<file path="config.mk">
export PLATFORM = sky130hd
export DESIGN_NAME = gftp_ctrl
export DESIGN_NICKNAME = d
export VERILOG_FILES = /design/src/design/gftp_pkg.sv /design/src/design/gftp_ctrl.sv
export SDC_FILE = /design/constraint.sdc
export NUM_CORES = 1
export LEC_CHECK = 0
export BUFFER_PORTS_ARGS = -buffer_cell sky130_fd_sc_hd__buf_2
export CAP_MARGIN = 30
export CORE_ASPECT_RATIO = 1.25
export CORE_MARGIN = 8
export CORE_UTILIZATION = 50
export DETAILED_ROUTE_END_ITERATION = 16
export HOLD_SLACK_MARGIN = 0.15
export PLACE_DENSITY = 0.75
export SYNTH_ARGS = -nofsm -noshare
export SYNTH_HDL_FRONTEND = slang
export SYNTH_SLANG_ARGS = --single-unit
</file>
<file path="constraint.sdc">
create_clock -name clk -period 2.21 [get_ports clk]
set_input_delay 0.221 -clock clk [delete_from_list [all_inputs] [get_ports clk]]
set_output_delay 0.221 -clock clk [all_outputs]
set_load 0.1 [all_outputs]
</file>
<file path="src/design/gftp_pkg.sv">
package gftp_pkg;

  localparam int MAX_EVENTS_DEF = 256;
  localparam int MAX_TASKS_DEF  = 64;
  localparam int TIME_BITS_DEF  = 48;

  localparam int FIELD_TIME_W = 48;
  localparam int DUR_W        = 32;
  localparam int IDX_W        = 6;
  localparam int FUNC_W       = 2;
  localparam int CFG_DATA_W   = 64;
  localparam int CFG_ADDR_W   = 4;

  localparam logic [FUNC_W-1:0] FUNC_BUSY = 2'd0;
  localparam logic [FUNC_W-1:0] FUNC_TASK = 2'd1;
  localparam logic [FUNC_W-1:0] FUNC_RUN  = 2'd2;

  // register index is paddr[3] (8-byte stride)
  localparam logic REG_BASE_TIME = 1'b0;

  typedef struct packed {
    logic [FUNC_W-1:0]       func;
    logic [FIELD_TIME_W-1:0] event_begin;
    logic [FIELD_TIME_W-1:0] event_end;
    logic [FIELD_TIME_W-1:0] earliest_start;
    logic signed [DUR_W-1:0] duration;
  } item_t;

  typedef struct packed {
    logic [IDX_W-1:0]        task_index;
    logic                    placed;
    logic [FIELD_TIME_W-1:0] slot_begin;
    logic [FIELD_TIME_W-1:0] slot_end;
    logic                    last;
  } result_t;

  // datapath commands
  localparam int OP_W = 5;
  localparam logic [OP_W-1:0] OP_NOP       = 5'd0;
  localparam logic [OP_W-1:0] OP_LOAD      = 5'd1;
  localparam logic [OP_W-1:0] OP_KEY_RD    = 5'd2;
  localparam logic [OP_W-1:0] OP_KEY_LATCH = 5'd3;
  localparam logic [OP_W-1:0] OP_SHIFT     = 5'd4;
  localparam logic [OP_W-1:0] OP_PUT       = 5'd5;
  localparam logic [OP_W-1:0] OP_SW_RD0    = 5'd6;
  localparam logic [OP_W-1:0] OP_SW_FIRST  = 5'd7;
  localparam logic [OP_W-1:0] OP_GAP_PRE   = 5'd8;
  localparam logic [OP_W-1:0] OP_SW_NEXT   = 5'd9;
  localparam logic [OP_W-1:0] OP_SW_EVAL   = 5'd10;
  localparam logic [OP_W-1:0] OP_GAP_MID   = 5'd11;
  localparam logic [OP_W-1:0] OP_GAP_FINAL = 5'd12;
  localparam logic [OP_W-1:0] OP_GAP_BASE  = 5'd13;
  localparam logic [OP_W-1:0] OP_SW_ADV    = 5'd14;
  localparam logic [OP_W-1:0] OP_F_RD      = 5'd15;
  localparam logic [OP_W-1:0] OP_F_CHK     = 5'd16;
  localparam logic [OP_W-1:0] OP_F_FIT     = 5'd17;
  localparam logic [OP_W-1:0] OP_E_INIT    = 5'd18;
  localparam logic [OP_W-1:0] OP_E_RD      = 5'd19;
  localparam logic [OP_W-1:0] OP_E_LOAD    = 5'd20;
  localparam logic [OP_W-1:0] OP_E_NEXT    = 5'd21;
  localparam logic [OP_W-1:0] OP_DONE      = 5'd22;

  typedef struct packed {
    logic [OP_W-1:0] op;
  } cmd_t;

  typedef struct packed {
    logic tc_zero;
    logic bc_zero;
    logic k_zero;
    logic k_one;
    logic key_less;
    logic i_last;
    logic pre_gap;
    logic gap_open;
    logic j_done;
    logic skip;
    logic out_taken;
  } status_t;

endpackage

</file>
<file path="src/design/gftp_ctrl.sv">
module gftp_ctrl (
  input  logic              clk,
  input  logic              rst,
  input  logic              item_valid,
  input  logic [1:0]        func,
  input  gftp_pkg::status_t status,
  output gftp_pkg::cmd_t    cmd,
  output logic              item_stall
);
  import gftp_pkg::*;

  localparam int ST_W = 5;
  localparam logic [ST_W-1:0] ST_IDLE     = 5'd0;
  localparam logic [ST_W-1:0] ST_RUN      = 5'd1;
  localparam logic [ST_W-1:0] ST_KEY_RD   = 5'd2;
  localparam logic [ST_W-1:0] ST_KEY      = 5'd3;
  localparam logic [ST_W-1:0] ST_CMP      = 5'd4;
  localparam logic [ST_W-1:0] ST_PUT      = 5'd5;
  localparam logic [ST_W-1:0] ST_SW0      = 5'd6;
  localparam logic [ST_W-1:0] ST_SW_FIRST = 5'd7;
  localparam logic [ST_W-1:0] ST_SW_NEXT  = 5'd8;
  localparam logic [ST_W-1:0] ST_SW_EVAL  = 5'd9;
  localparam logic [ST_W-1:0] ST_SW_ADV   = 5'd10;
  localparam logic [ST_W-1:0] ST_F_RD     = 5'd11;
  localparam logic [ST_W-1:0] ST_F_CHK    = 5'd12;
  localparam logic [ST_W-1:0] ST_F_FIT    = 5'd13;
  localparam logic [ST_W-1:0] ST_E_INIT   = 5'd14;
  localparam logic [ST_W-1:0] ST_E_RD     = 5'd15;
  localparam logic [ST_W-1:0] ST_E_LOAD   = 5'd16;
  localparam logic [ST_W-1:0] ST_E_WAIT   = 5'd17;

  logic [ST_W-1:0] state, state_next, ret, ret_next;

  assign item_stall = (state != ST_IDLE);

  always_ff @(posedge clk) begin
    if (rst) begin
      state <= ST_IDLE;
      ret   <= ST_IDLE;
    end else begin
      state <= state_next;
      ret   <= ret_next;
    end
  end

  always_comb begin
    state_next = state;
    ret_next   = ret;
    cmd.op     = OP_NOP;
    unique case (state)
      ST_IDLE: begin
        if (item_valid) begin
          cmd.op = OP_LOAD;
          if (func == FUNC_RUN && !status.tc_zero) begin
            state_next = ST_RUN;
          end
        end
      end
      ST_RUN: begin
        if (status.bc_zero) begin
          cmd.op     = OP_GAP_BASE;
          ret_next   = ST_E_INIT;
          state_next = ST_F_RD;
        end else begin
          cmd.op     = OP_KEY_RD;
          state_next = ST_KEY;
        end
      end
      ST_KEY_RD: begin
        cmd.op     = OP_KEY_RD;
        state_next = ST_KEY;
      end
      ST_KEY: begin
        cmd.op     = OP_KEY_LATCH;
        state_next = status.k_zero ? ST_PUT : ST_CMP;
      end
      ST_CMP: begin
        if (status.key_less) begin
          cmd.op     = OP_SHIFT;
          state_next = status.k_one ? ST_PUT : ST_CMP;
        end else begin
          state_next = ST_PUT;
        end
      end
      ST_PUT: begin
        cmd.op     = OP_PUT;
        state_next = status.i_last ? ST_SW0 : ST_KEY_RD;
      end
      ST_SW0: begin
        cmd.op     = OP_SW_RD0;
        state_next = ST_SW_FIRST;
      end
      ST_SW_FIRST: begin
        if (status.pre_gap) begin
          cmd.op     = OP_GAP_PRE;
          ret_next   = ST_SW_NEXT;
          state_next = ST_F_RD;
        end else begin
          cmd.op     = OP_SW_FIRST;
          state_next = ST_SW_NEXT;
        end
      end
      ST_SW_NEXT: begin
        if (status.i_last) begin
          cmd.op     = OP_GAP_FINAL;
          ret_next   = ST_E_INIT;
          state_next = ST_F_RD;
        end else begin
          cmd.op     = OP_SW_NEXT;
          state_next = ST_SW_EVAL;
        end
      end
      ST_SW_EVAL: begin
        if (status.gap_open) begin
          cmd.op     = OP_GAP_MID;
          ret_next   = ST_SW_ADV;
          state_next = ST_F_RD;
        end else begin
          cmd.op     = OP_SW_EVAL;
          state_next = ST_SW_ADV;
        end
      end
      ST_SW_ADV: begin
        cmd.op     = OP_SW_ADV;
        state_next = ST_SW_NEXT;
      end
      ST_F_RD: begin
        if (status.j_done) begin
          state_next = ret;
        end else begin
          cmd.op     = OP_F_RD;
          state_next = ST_F_CHK;
        end
      end
      ST_F_CHK: begin
        cmd.op     = OP_F_CHK;
        state_next = status.skip ? ST_F_RD : ST_F_FIT;
      end
      ST_F_FIT: begin
        cmd.op     = OP_F_FIT;
        state_next = ST_F_RD;
      end
      ST_E_INIT: begin
        cmd.op     = OP_E_INIT;
        state_next = ST_E_RD;
      end
      ST_E_RD: begin
        if (status.j_done) begin
          cmd.op     = OP_DONE;
          state_next = ST_IDLE;
        end else begin
          cmd.op     = OP_E_RD;
          state_next = ST_E_LOAD;
        end
      end
      ST_E_LOAD: begin
        cmd.op     = OP_E_LOAD;
        state_next = ST_E_WAIT;
      end
      ST_E_WAIT: begin
        if (status.out_taken) begin
          cmd.op     = OP_E_NEXT;
          state_next = ST_E_RD;
        end
      end
      default: begin
        state_next = ST_IDLE;
      end
    endcase
  end

endmodule

</file>
### After elaboration in Yosys (flattened, before gate mapping)

Index checks and enable logic that the tools add are counted.

| cells by class | value |
|---|---|
| equality and inequality tests | 25 |
| muxes and demuxes | 29 |
| reductions and logical operators | 7 |

Operator list:

| kind | number |
|---|---|
| one-hot mux 5 bit (18 select lines) | 2 |
| two-way mux 5 bit | 10 |
| == test 5 x 4 -> 1 bit (second input constant) | 8 |
| == test 5 x 3 -> 1 bit (second input constant) | 4 |
| one-hot mux 5 bit (4 select lines) | 1 |
| two-way mux 4 bit | 4 |
| two-way mux 3 bit | 5 |
| != test 2 bit (second input constant) | 7 |
| == test 5 x 2 -> 1 bit (second input constant) | 2 |
| == test 5 bit (second input constant) | 2 |
| == test 5 x 1 -> 1 bit (second input constant) | 1 |
| zero test 5 bit | 1 |
| two-way mux 1 bit | 5 |
| AND reduction 5 bit | 1 |
| nonzero test 5 bit | 1 |
| two-way mux 2 bit | 2 |
| nonzero test 4 bit | 1 |
| AND reduction 3 bit | 1 |
| == test 2 bit (second input constant) | 1 |
| logical AND 1 bit | 1 |
| zero test 1 bit | 1 |

| word-level totals | value |
|---|---|
| register bits after elaboration | 10 |
| output and inout bits | 6 |
| logic and storage cells | 63 |

### Longest topological paths before layout

Gate-level depths: netlist of the first run.

| depth | value |
|---|---|
| depth after elaboration | 5 |
| gate-level depth with buffers | 7 |

### Least setup slack after synthesis of the first run

No wires, ideal clock.

| timing path | value |
|---|---|
| path type | flip-flop to output port |
| start point | register state[3] |
| end point | output port cmd[4] (netlist name) |
| arrival time | 3246 ps |
| slack | -1257 ps |
| stages on the path, launching flop included | 5 |
| path buffers | 2 |
| cell sequence | dfxtp_1 -> buf_2 -> clkbuf_1 -> or3b_1 -> o31ai_1 |

RTL lines:

| item | RTL line | source |
|---|---|---|
| from (decl) | gftp_ctrl.sv:32 | `logic [ST_W-1:0] state, state_next, ret, ret_next;` |
| from (signal assigned) | gftp_ctrl.sv:41 | `state <= state_next;` |
| to (decl) | gftp_ctrl.sv:7 | `output gftp_pkg::cmd_t cmd,` |

==> flow_summary.toml, run 1 <==
[cells_and_area]
area_growth_pct = 30.8
drive_gt1_share_pct = 32.7
nets = 171
antenna_cells = 0
fillers = 143
final_area_sq_mm = 0.00124
final_core_util_pct = 70.1

[cts]
cts_root_buffer = "clkbuf_4"
cts_tree = "done"
numCtsBuffers = 3
clkLatencyLatePin_ns = 0.24
htree_levels = 1
clock_sinks = 8
clk_pin_slew_ns = 0.05
cts.path.max_buffers = 2

[worst_hold_path]
min_path_type = "in -> reg"
min_path_cells = 2

[routing]
via_count = 1138
routedWlPerCell_microns = 17.7
post-route-drc-count = 0
viasPerCell = 6.62
postRouteWirelength_mm = 3.04
first_pass_iters = 4
dr.first_iter.drc_count = 43
ant_nets = 0

[synthesis]
yosys-top-cells-area = "dfxtp_1 17%, a21oi_1 6.3%, nor2_1 4.8%"
yosysTopAreaCell = "dfxtp_1"
ys_types = 44
yosysTopAreaCellShare_pct = 16.9
synth_edf_count = 0
synth_seq_area_share_pct = 16.9
async_flop_share_pct = 0
synth_warnings = 0
syn_area_per_cell_sq_um = 7.06
synth_nets = 150
synth_flop_cell = "dfxtp_1"
syn_area_sq_um = 946
ys_ff_latch = 8
syn_inst = 134

[timing]
setup_slack_ns = 0.0564
timing.fmax_mhz = 464
relSlewSlack_pct = 66.6
finalHoldViolations = 0
tightest_slew_ns = 0.494
drv_slew = 0
finalCritPeriodShare_pct = 97.4
post-route-min-period_ns = 2.15
fin_skew_ns = 0.00380
fin_hold_ws_ns = 0.225
finalSetupViolCount = 0
rsz0062_at_grt = "no"

[die]
die_x_microns = 54.9
die_y_microns = 64.6
start_util_pct = 53.6
io_pins = 22
dieArea_sq_mm = 0.00355
rows = 17
core-area_sq_mm = 0.00177

[critical_path]
path_buf_inv = 1
crit_type = "reg -> out"
startpoint_type = "flop"
path_cells = "nor2_1 > a22o_1 > a311oi_2 > o221ai_4 > buf_12"
slowest_delay_ns = 0.55
cp_max_fo = 18
reg2reg_depth = 5
cp.arrival_ns = 1.93
cp-end-kind = "primary output"
critPathTopFamily = "compound AO/OA/AOI/OAI gates"
cp_slowest_cell = "dfxtp_2"
critical_path_required_ns = 1.99
crit_cells = 5

[power_and_ir_drop]
p_leak_nw = 0.468
power_density_mw_per_mm2 = 318
vdd_drop_max_v = 0.000304

[flow_run]
maxCapViolCount = 0

[placed_design]
dpl_worst_slack_ns = 0.154
hpwl_mm = 2.30
gp_congestion = 0.915
io_buffers = 21
dpl_cell_area_sq_mm = 0.00119

[status]
outcome = "completed"

[global_route]
grt_pass1_vias = 1053
gr-usage-all-layers_pct = 16.9
grt_pass1_wl_mm = 4.77
grt_max_degree = 24
overflow = 0
antenna_found_initial = 0
## path summary, 6_finish.rpt
| path | end | start | slack [ns] |
|---|---|---|---|
| max | cmd[0] | state[2] | 0.06 |
| min | state[4] | rst | 0.23 |
| max reg2reg | ret[2] | state[3] | 0.26 |
| min reg2reg | ret[3] | ret[3] | 0.45 |
## cell usage in the layout (no fill, tap or decap), drive strengths merged, types with 2 or more instances in the layout
cell | Yosys | routed
o21ai | 3 | 3
nor2 | 12 | 12
or2 | 2 | 2
clkbuf | 6 | 3
nand2b | 7 | 7
mux2i | 3 | 3
a32o | 2 | 2
nand2 | 7 | 7
o22ai | 2 | 2
o21a | 2 | 2
o31ai | 2 | 2
a311oi | 4 | 4
nor3b | 3 | 3
nor3 | 7 | 7
o32a | 2 | 2
a311o | 2 | 2
a31oi | 4 | 4
nor2b | 4 | 4
nand3b | 4 | 4
o211ai | 3 | 3
inv | 7 | 7
dfxtp | 8 | 8
a21oi | 12 | 12
and3 | 2 | 2
buf | 7 | 29
## state kept, by name (all words and copies together) (netlist names)
name	flops
ret	3
state	5
## cells in the mapped netlist (2+ instances only)
library cell	instances
o21ai_0	3
nand2_1	7
a32o_1	2
inv_1	7
buf_2	6
nor2b_1	4
a21oi_1	12
o31ai_1	2
o21a_1	2
dfxtp_1	8
o211ai_1	3
nand2b_1	7
clkbuf_1	6
nand3b_1	4
o22ai_1	2
o32a_1	2
nor2_1	12
nor3_1	7
nor3b_1	3
and3_1	2
a311o_1	2
mux2i_1	3
a311oi_1	4
a31oi_1	4
## cell families (layout without fill, tap and decap cells)
family | Yosys count | after routing | synth area share [%]
xor+xnor | 1 | 1 | 0.926
compound gates | 46 | 46 | 35.4
flops | 8 | 8 | 16.9
buf+inv | 20 | 39 | 9.52
mux | 3 | 3 | 3.17
simple gates | 56 | 56 | 34.0
## per-layer routing
layer | routed length (microns) | part of all wire, % | up-vias | GRT usage (%)
met5 | 0 | 0 | - | 0
met4 | 138 | 4.5 | 0 | 9.94
met3 | 250 | 8.2 | 14 | 1.37
met2 | 1500 | 49 | 71 | 27.0
met1 | 1150 | 38 | 505 | 20.8
li1 | - | - | 548 | -
## what timing repair did
item	CTS	global route
hold buffers	0	0
endpoints found under the setup margin	1	4
gates resized for setup	1	6
buffers inserted	0	0
## where the power goes
group / internal, mW / total (mW) / switching, mW / leakage, nW
clock network: 0.0615 / 0.102 / 0.0410 / 0.0138
registers: 0.147 / 0.153 / 0.00560 / 0.0674
logic: 0.0517 / 0.138 / 0.0861 / 0.387
## per-stage QoR
| step | total power, mW | cells | TNS, ns |
|---|---|---|---|
| 2_1_floorplan | 0.240 | 134 | -0.803 |
| 3_3_place_gp | 0.291 | 169 | 0 |
| 3_5_place_dp | 0.291 | 169 | 0 |
| 4_1_cts | 0.399 | 172 | 0 |
| 5_1_grt | 0.412 | 172 | 0 |
| 6_report | 0.393 | 172 | 0 |
## cell type report
class	count	area, sq um	area share (%)
inverter	7	26.3	2.12
sequential	8	169	13.7
clock buffer	3	22.5	1.82
tap	19	23.8	1.92
timing repair buffer	29	240	19.4
multi-input combinational	106	756	61.1
No activity file was read; power rests on OpenSTA's default activity.
==> inputs of run 2 (changes only) <==
- PLACE_DENSITY: 0.75 -> 0.82
==> run 2 against run 1 <==
Sequential power about the same. Flip-flop and latch count unchanged. Total power up 1.4%. Global-route usage up 0.98 points.
==> flow_summary.toml, run 2 (synthesis gave the netlist of run 1 again) <==
[status]
outcome = "completed"

[routing]
first_pass_iters = 4
ant_nets = 0
via_count = 1195
viasPerCell = 6.95
dr.first_iter.drc_count = 63
routedWlPerCell_microns = 17.7
post-route-drc-count = 0
postRouteWirelength_mm = 3.04

[die]
die_x_microns = 54.9
die_y_microns = 64.6
rows = 17
core-area_sq_mm = 0.00177
start_util_pct = 53.6
io_pins = 22
dieArea_sq_mm = 0.00355

[power_and_ir_drop]
p_sw_share_pct = 35.1
seqPwrFrac_pct = 38.2
power_density_mw_per_mm2 = 325
combPwrFrac_pct = 34.0
switching_power_mw = 0.140
vdd_drop_max_v = 0.000280
p_leak_nw = 0.464
intPower_mw = 0.259
p_clk_share_pct = 27.8

[timing]
timing.fmax_mhz = 464
finalCritPeriodShare_pct = 97.5
setup_slack_ns = 0.0544
post-route-min-period_ns = 2.16
relSlewSlack_pct = 64.9
drv_slew = 0
rsz0062_at_grt = "no"
fin_hold_ws_ns = 0.206
finalHoldViolations = 0
finalSetupViolCount = 0
finalSetupTns_ns = 0
tightest_slew_ns = 0.520
fin_skew_ns = 0.00618

[global_route]
antenna_found_initial = 0
grt_pass1_wl_mm = 4.96
grt_pass1_vias = 1086
overflow = 0
gr-usage-all-layers_pct = 17.9
grt_max_degree = 29

[critical_path]
crit_cells = 5
reg2reg_setup_slack_ns = 0.35
cp.arrival_ns = 1.93
endpoint = "cmd[0]"
crit_start = "state[0]"
crit_type = "reg -> out"
startpoint_type = "flop"
reg2reg_depth = 5
critical_path_required_ns = 1.99
slowest_delay_ns = 0.39
path_buf_inv = 2
rr_startpoint = "state[3]"
cp_slowest_cell = "o32a_1"
r2r_end = "ret[2]"
critPathTopFamily = "compound AO/OA/AOI/OAI gates"
cp-end-kind = "primary output"
path_cells = "buf_4 > or2_2 > o32a_1 > o221ai_4 > buf_12"
cp_max_fo = 10

[cells_and_area]
area_growth_pct = 29.6
final_core_util_pct = 69.5
final_common_cell = "buf_2"
nets = 171
largest_register = "state"
largest_register_ffs = 5
final_area_sq_mm = 0.00123
drive_gt1_share_pct = 30.7
mostFrequentLayoutCells = "16 x buf_2, 12 x a21oi_1, 11 x nor2_1, 8 x buf_4, 7 x nor3_1"
fillers = 160
antenna_cells = 0
top_regs = "state: 5 flops, ret: 3 flops"

[cts]
hold_buffers = 0
cts_tree = "done"
post_cts_buffers = 0
cts.path.max_buffers = 2
htree_levels = 1
cts_root_buffer = "clkbuf_4"
clock_sinks = 8
numCtsBuffers = 3
clkLatencyLatePin_ns = 0.26
clk_pin_slew_ns = 0.05

[placed_design]
dpl_cell_area_sq_mm = 0.00119
io_buffers = 21
gp_congestion = 0.964
dpl_worst_slack_ns = 0.196
hpwl_mm = 2.30

[worst_hold_path]
min_path_type = "in -> reg"
min_from = "rst"

[flow_run]
maxCapViolCount = 0
run 2: metrics by stage:
step | power, mW | std cells
after floorplan | 0.240 | 134
after global placement | 0.289 | 169
after detailed placement | 0.292 | 169
after CTS | 0.401 | 172
after global routing | 0.417 | 172
final | 0.399 | 172
run 2: final cells by class:
class                      count  area (sq um)  share of cell area (%)
clock buffer                   3          22.5                    1.84
inverter                       7          26.3                    2.14
multi-input combinational    106           739                    60.3
sequential                     8           174                    14.2
tap                           19          23.8                    1.94
timing repair buffer          29           240                    19.6
run 2: timing repair:
item	CTS	global route
gates resized for setup	5	2
hold endpoints to repair	0	0
setup endpoints to repair	3	2
run 2: power by group through the flow:
stage	Sequential (mW)	Combinational [mW]	Clock (mW)
floorplan	0.153	0.0866	0
global placement	0.157	0.132	0
detailed placement	0.157	0.134	0
CTS	0.152	0.135	0.114
global route	0.152	0.144	0.120
finish	0.152	0.136	0.111
run 2: metal layers:
layer  share of wire [%]  routed length (microns)  track usage (%)
met3                 9.5                      290             3.20
met1                  39                     1190             22.8
met2                  49                     1490             27.1
met4                 2.4                       73             9.34
met5                   0                        0                0
run 2: worst min path at each step:
stage	end	cells after the start
floorplan	ret[1]	1
global placement	ret[3]	2
detailed placement	ret[3]	2
CTS	ret[1]	2
global route	ret[1]	2
finish	ret[3]	2
==> inputs of run 3 (changes only) <==
- CTS_BUF_LIST: unset -> sky130_fd_sc_hd__clkbuf_8
==> run 3 against run 2 <==
Setup slack better by 0.020 ns. Maximum frequency up 0.94%. First-iteration DRC count up 19%. Sequential share of layout area down 0.39 points. Via count down 0.92%. Clock skew down 0.0037 ns. Utilization up 0.92 points. Critical path type unchanged. Combinational power about the same. Clock-buffer cell count unchanged.
==> flow_summary.toml, run 3 (synthesis gave the netlist of run 1 again) <==
[status]
outcome = "completed"

[cts]
clock_sinks = 8
cts_tree = "done"
cts_root_buffer = "clkbuf_8"
cts.path.max_buffers = 2
htree_levels = 1
hold_buffers = 0
clk_pin_slew_ns = 0.04
numCtsBuffers = 3
clkLatencyLatePin_ns = 0.23

[global_route]
grt_busiest_layer = "met2"
antenna_found_initial = 0
grt_pass1_wl_mm = 4.99
grt_max_degree = 29
overflow = 0
globalRouteMet2Util_pct = 27.7
grt_pass1_vias = 1082
met3_usage_pct = 3.88
gr-usage-all-layers_pct = 18.0
met1_usage_pct = 22.8

[worst_hold_path]
min_path_type = "in -> reg"
min_path_cells = 2

[placed_design]
dpl_worst_slack_ns = 0.196
gp_congestion = 0.964
hpwl_mm = 2.30
io_buffers = 21
dp_cells = 169
dpl_cell_area_sq_mm = 0.00119

[routing]
post-route-drc-count = 0
routedWlPerCell_microns = 17.6
dr.first_iter.drc_count = 75
ant_nets = 0
postRouteWirelength_mm = 3.03
first_pass_iters = 5
via_count = 1184
viasPerCell = 6.88

[timing]
setup_slack_ns = 0.0746
relSlewSlack_pct = 65.4
finalHoldViolations = 0
finalSetupViolCount = 0
fin_skew_ns = 0.00253
tightest_slew_ns = 0.513
finalCritPeriodShare_pct = 96.6
post-route-min-period_ns = 2.14
rsz0062_at_grt = "no"
drv_slew = 0
timing.fmax_mhz = 468

[cells_and_area]
final_area_sq_mm = 0.00124
area_growth_pct = 31.3
fillers = 159
largest_register = "state"
top_regs = "state: 5 flops, ret: 3 flops"
final_common_cell = "buf_2"
nets = 171
largest_register_ffs = 5
drive_gt1_share_pct = 30.7
antenna_cells = 0
final_cells = 172
mostFrequentLayoutCells = "16 x buf_2, 12 x a21oi_1, 11 x nor2_1, 8 x buf_4, 7 x nor3_1"

[power_and_ir_drop]
p_sw_share_pct = 31.5
p_clk_share_pct = 37.4
power.total_mw = 0.461
power_density_mw_per_mm2 = 371
intPower_mw = 0.316
combPwrFrac_pct = 29.3
switching_power_mw = 0.145
p_leak_nw = 0.472
seqPwrFrac_pct = 33.3
vdd_drop_max_v = 0.000358

[die]
die_y_microns = 64.6
rows = 17
dieArea_sq_mm = 0.00355
die_x_microns = 54.9
start_util_pct = 53.6
io_pins = 22
core-area_sq_mm = 0.00177

[critical_path]
crit_type = "reg -> out"
reg2reg_setup_slack_ns = 0.36
cp_max_fo = 10
cp.arrival_ns = 1.91
cp-end-kind = "primary output"
startpoint_type = "flop"
reg2reg_depth = 5
critical_path_required_ns = 1.99

[flow_run]
maxCapViolCount = 0
## run 3: cell counts in the layout (fill, tap and decap cells not counted)
No cell type changed its count.
## run 3: worst paths after layout
path / endpoint / start
hold / removal: ret[1] / rst
hold reg to reg: ret[3] / ret[3]
setup reg to reg: ret[2] / state[3]
setup / recovery: cmd[0] / state[0]
## run 3: power by group through the flow
stage          clock, mW  sequential (mW)  combinational (mW)
6_report           0.172            0.153               0.135
4_1_cts            0.176            0.154               0.135
2_1_floorplan          0            0.153              0.0866
3_3_place_gp           0            0.157               0.132
5_1_grt            0.186            0.153               0.144
3_5_place_dp           0            0.157               0.134
## run 3: layer usage
metal  share of wire, %  vias to the layer above
met1                 39                      556
met4                2.4                        0
met3                9.3                       11
met5                  0                        -
met2                 49                       64
li1                   -                      553
## run 3: final cells by class
type | count | area (sq um) | share of cell area (%)
Multi-Input combinational cell | 106 | 739 | 59.5
Timing Repair Buffer | 29 | 240 | 19.3
Sequential cell | 8 | 171 | 13.8
Inverter | 7 | 26.3 | 2.11
Clock buffer | 3 | 41.3 | 3.32
Tap cell | 19 | 23.8 | 1.91
## run 3: timing repair
item	CTS	global route
resized for setup	3	3
endpoints found under the setup margin	2	3
setup buffers	0	0
endpoints found under the hold margin	0	0
cloned	0	0
## run 3: stage by stage
step	TNS, ns	hold WS, ns	utilization [%]
finish	0	0.234	70.4
global route	0	0.236	70.4
CTS	0	0.230	70.1
detailed placement	0	0.444	67.5
global placement	0	0.442	67.5
floorplan	-0.803	0.287	-
## run 3: worst max-delay path: stages, from the launching register on
cell and delay (ns):
dfxtp_2 0.38, buf_4 0.19, or2_2 0.33, o32a_1 0.39, o221ai_4 0.20, buf_12 0.20
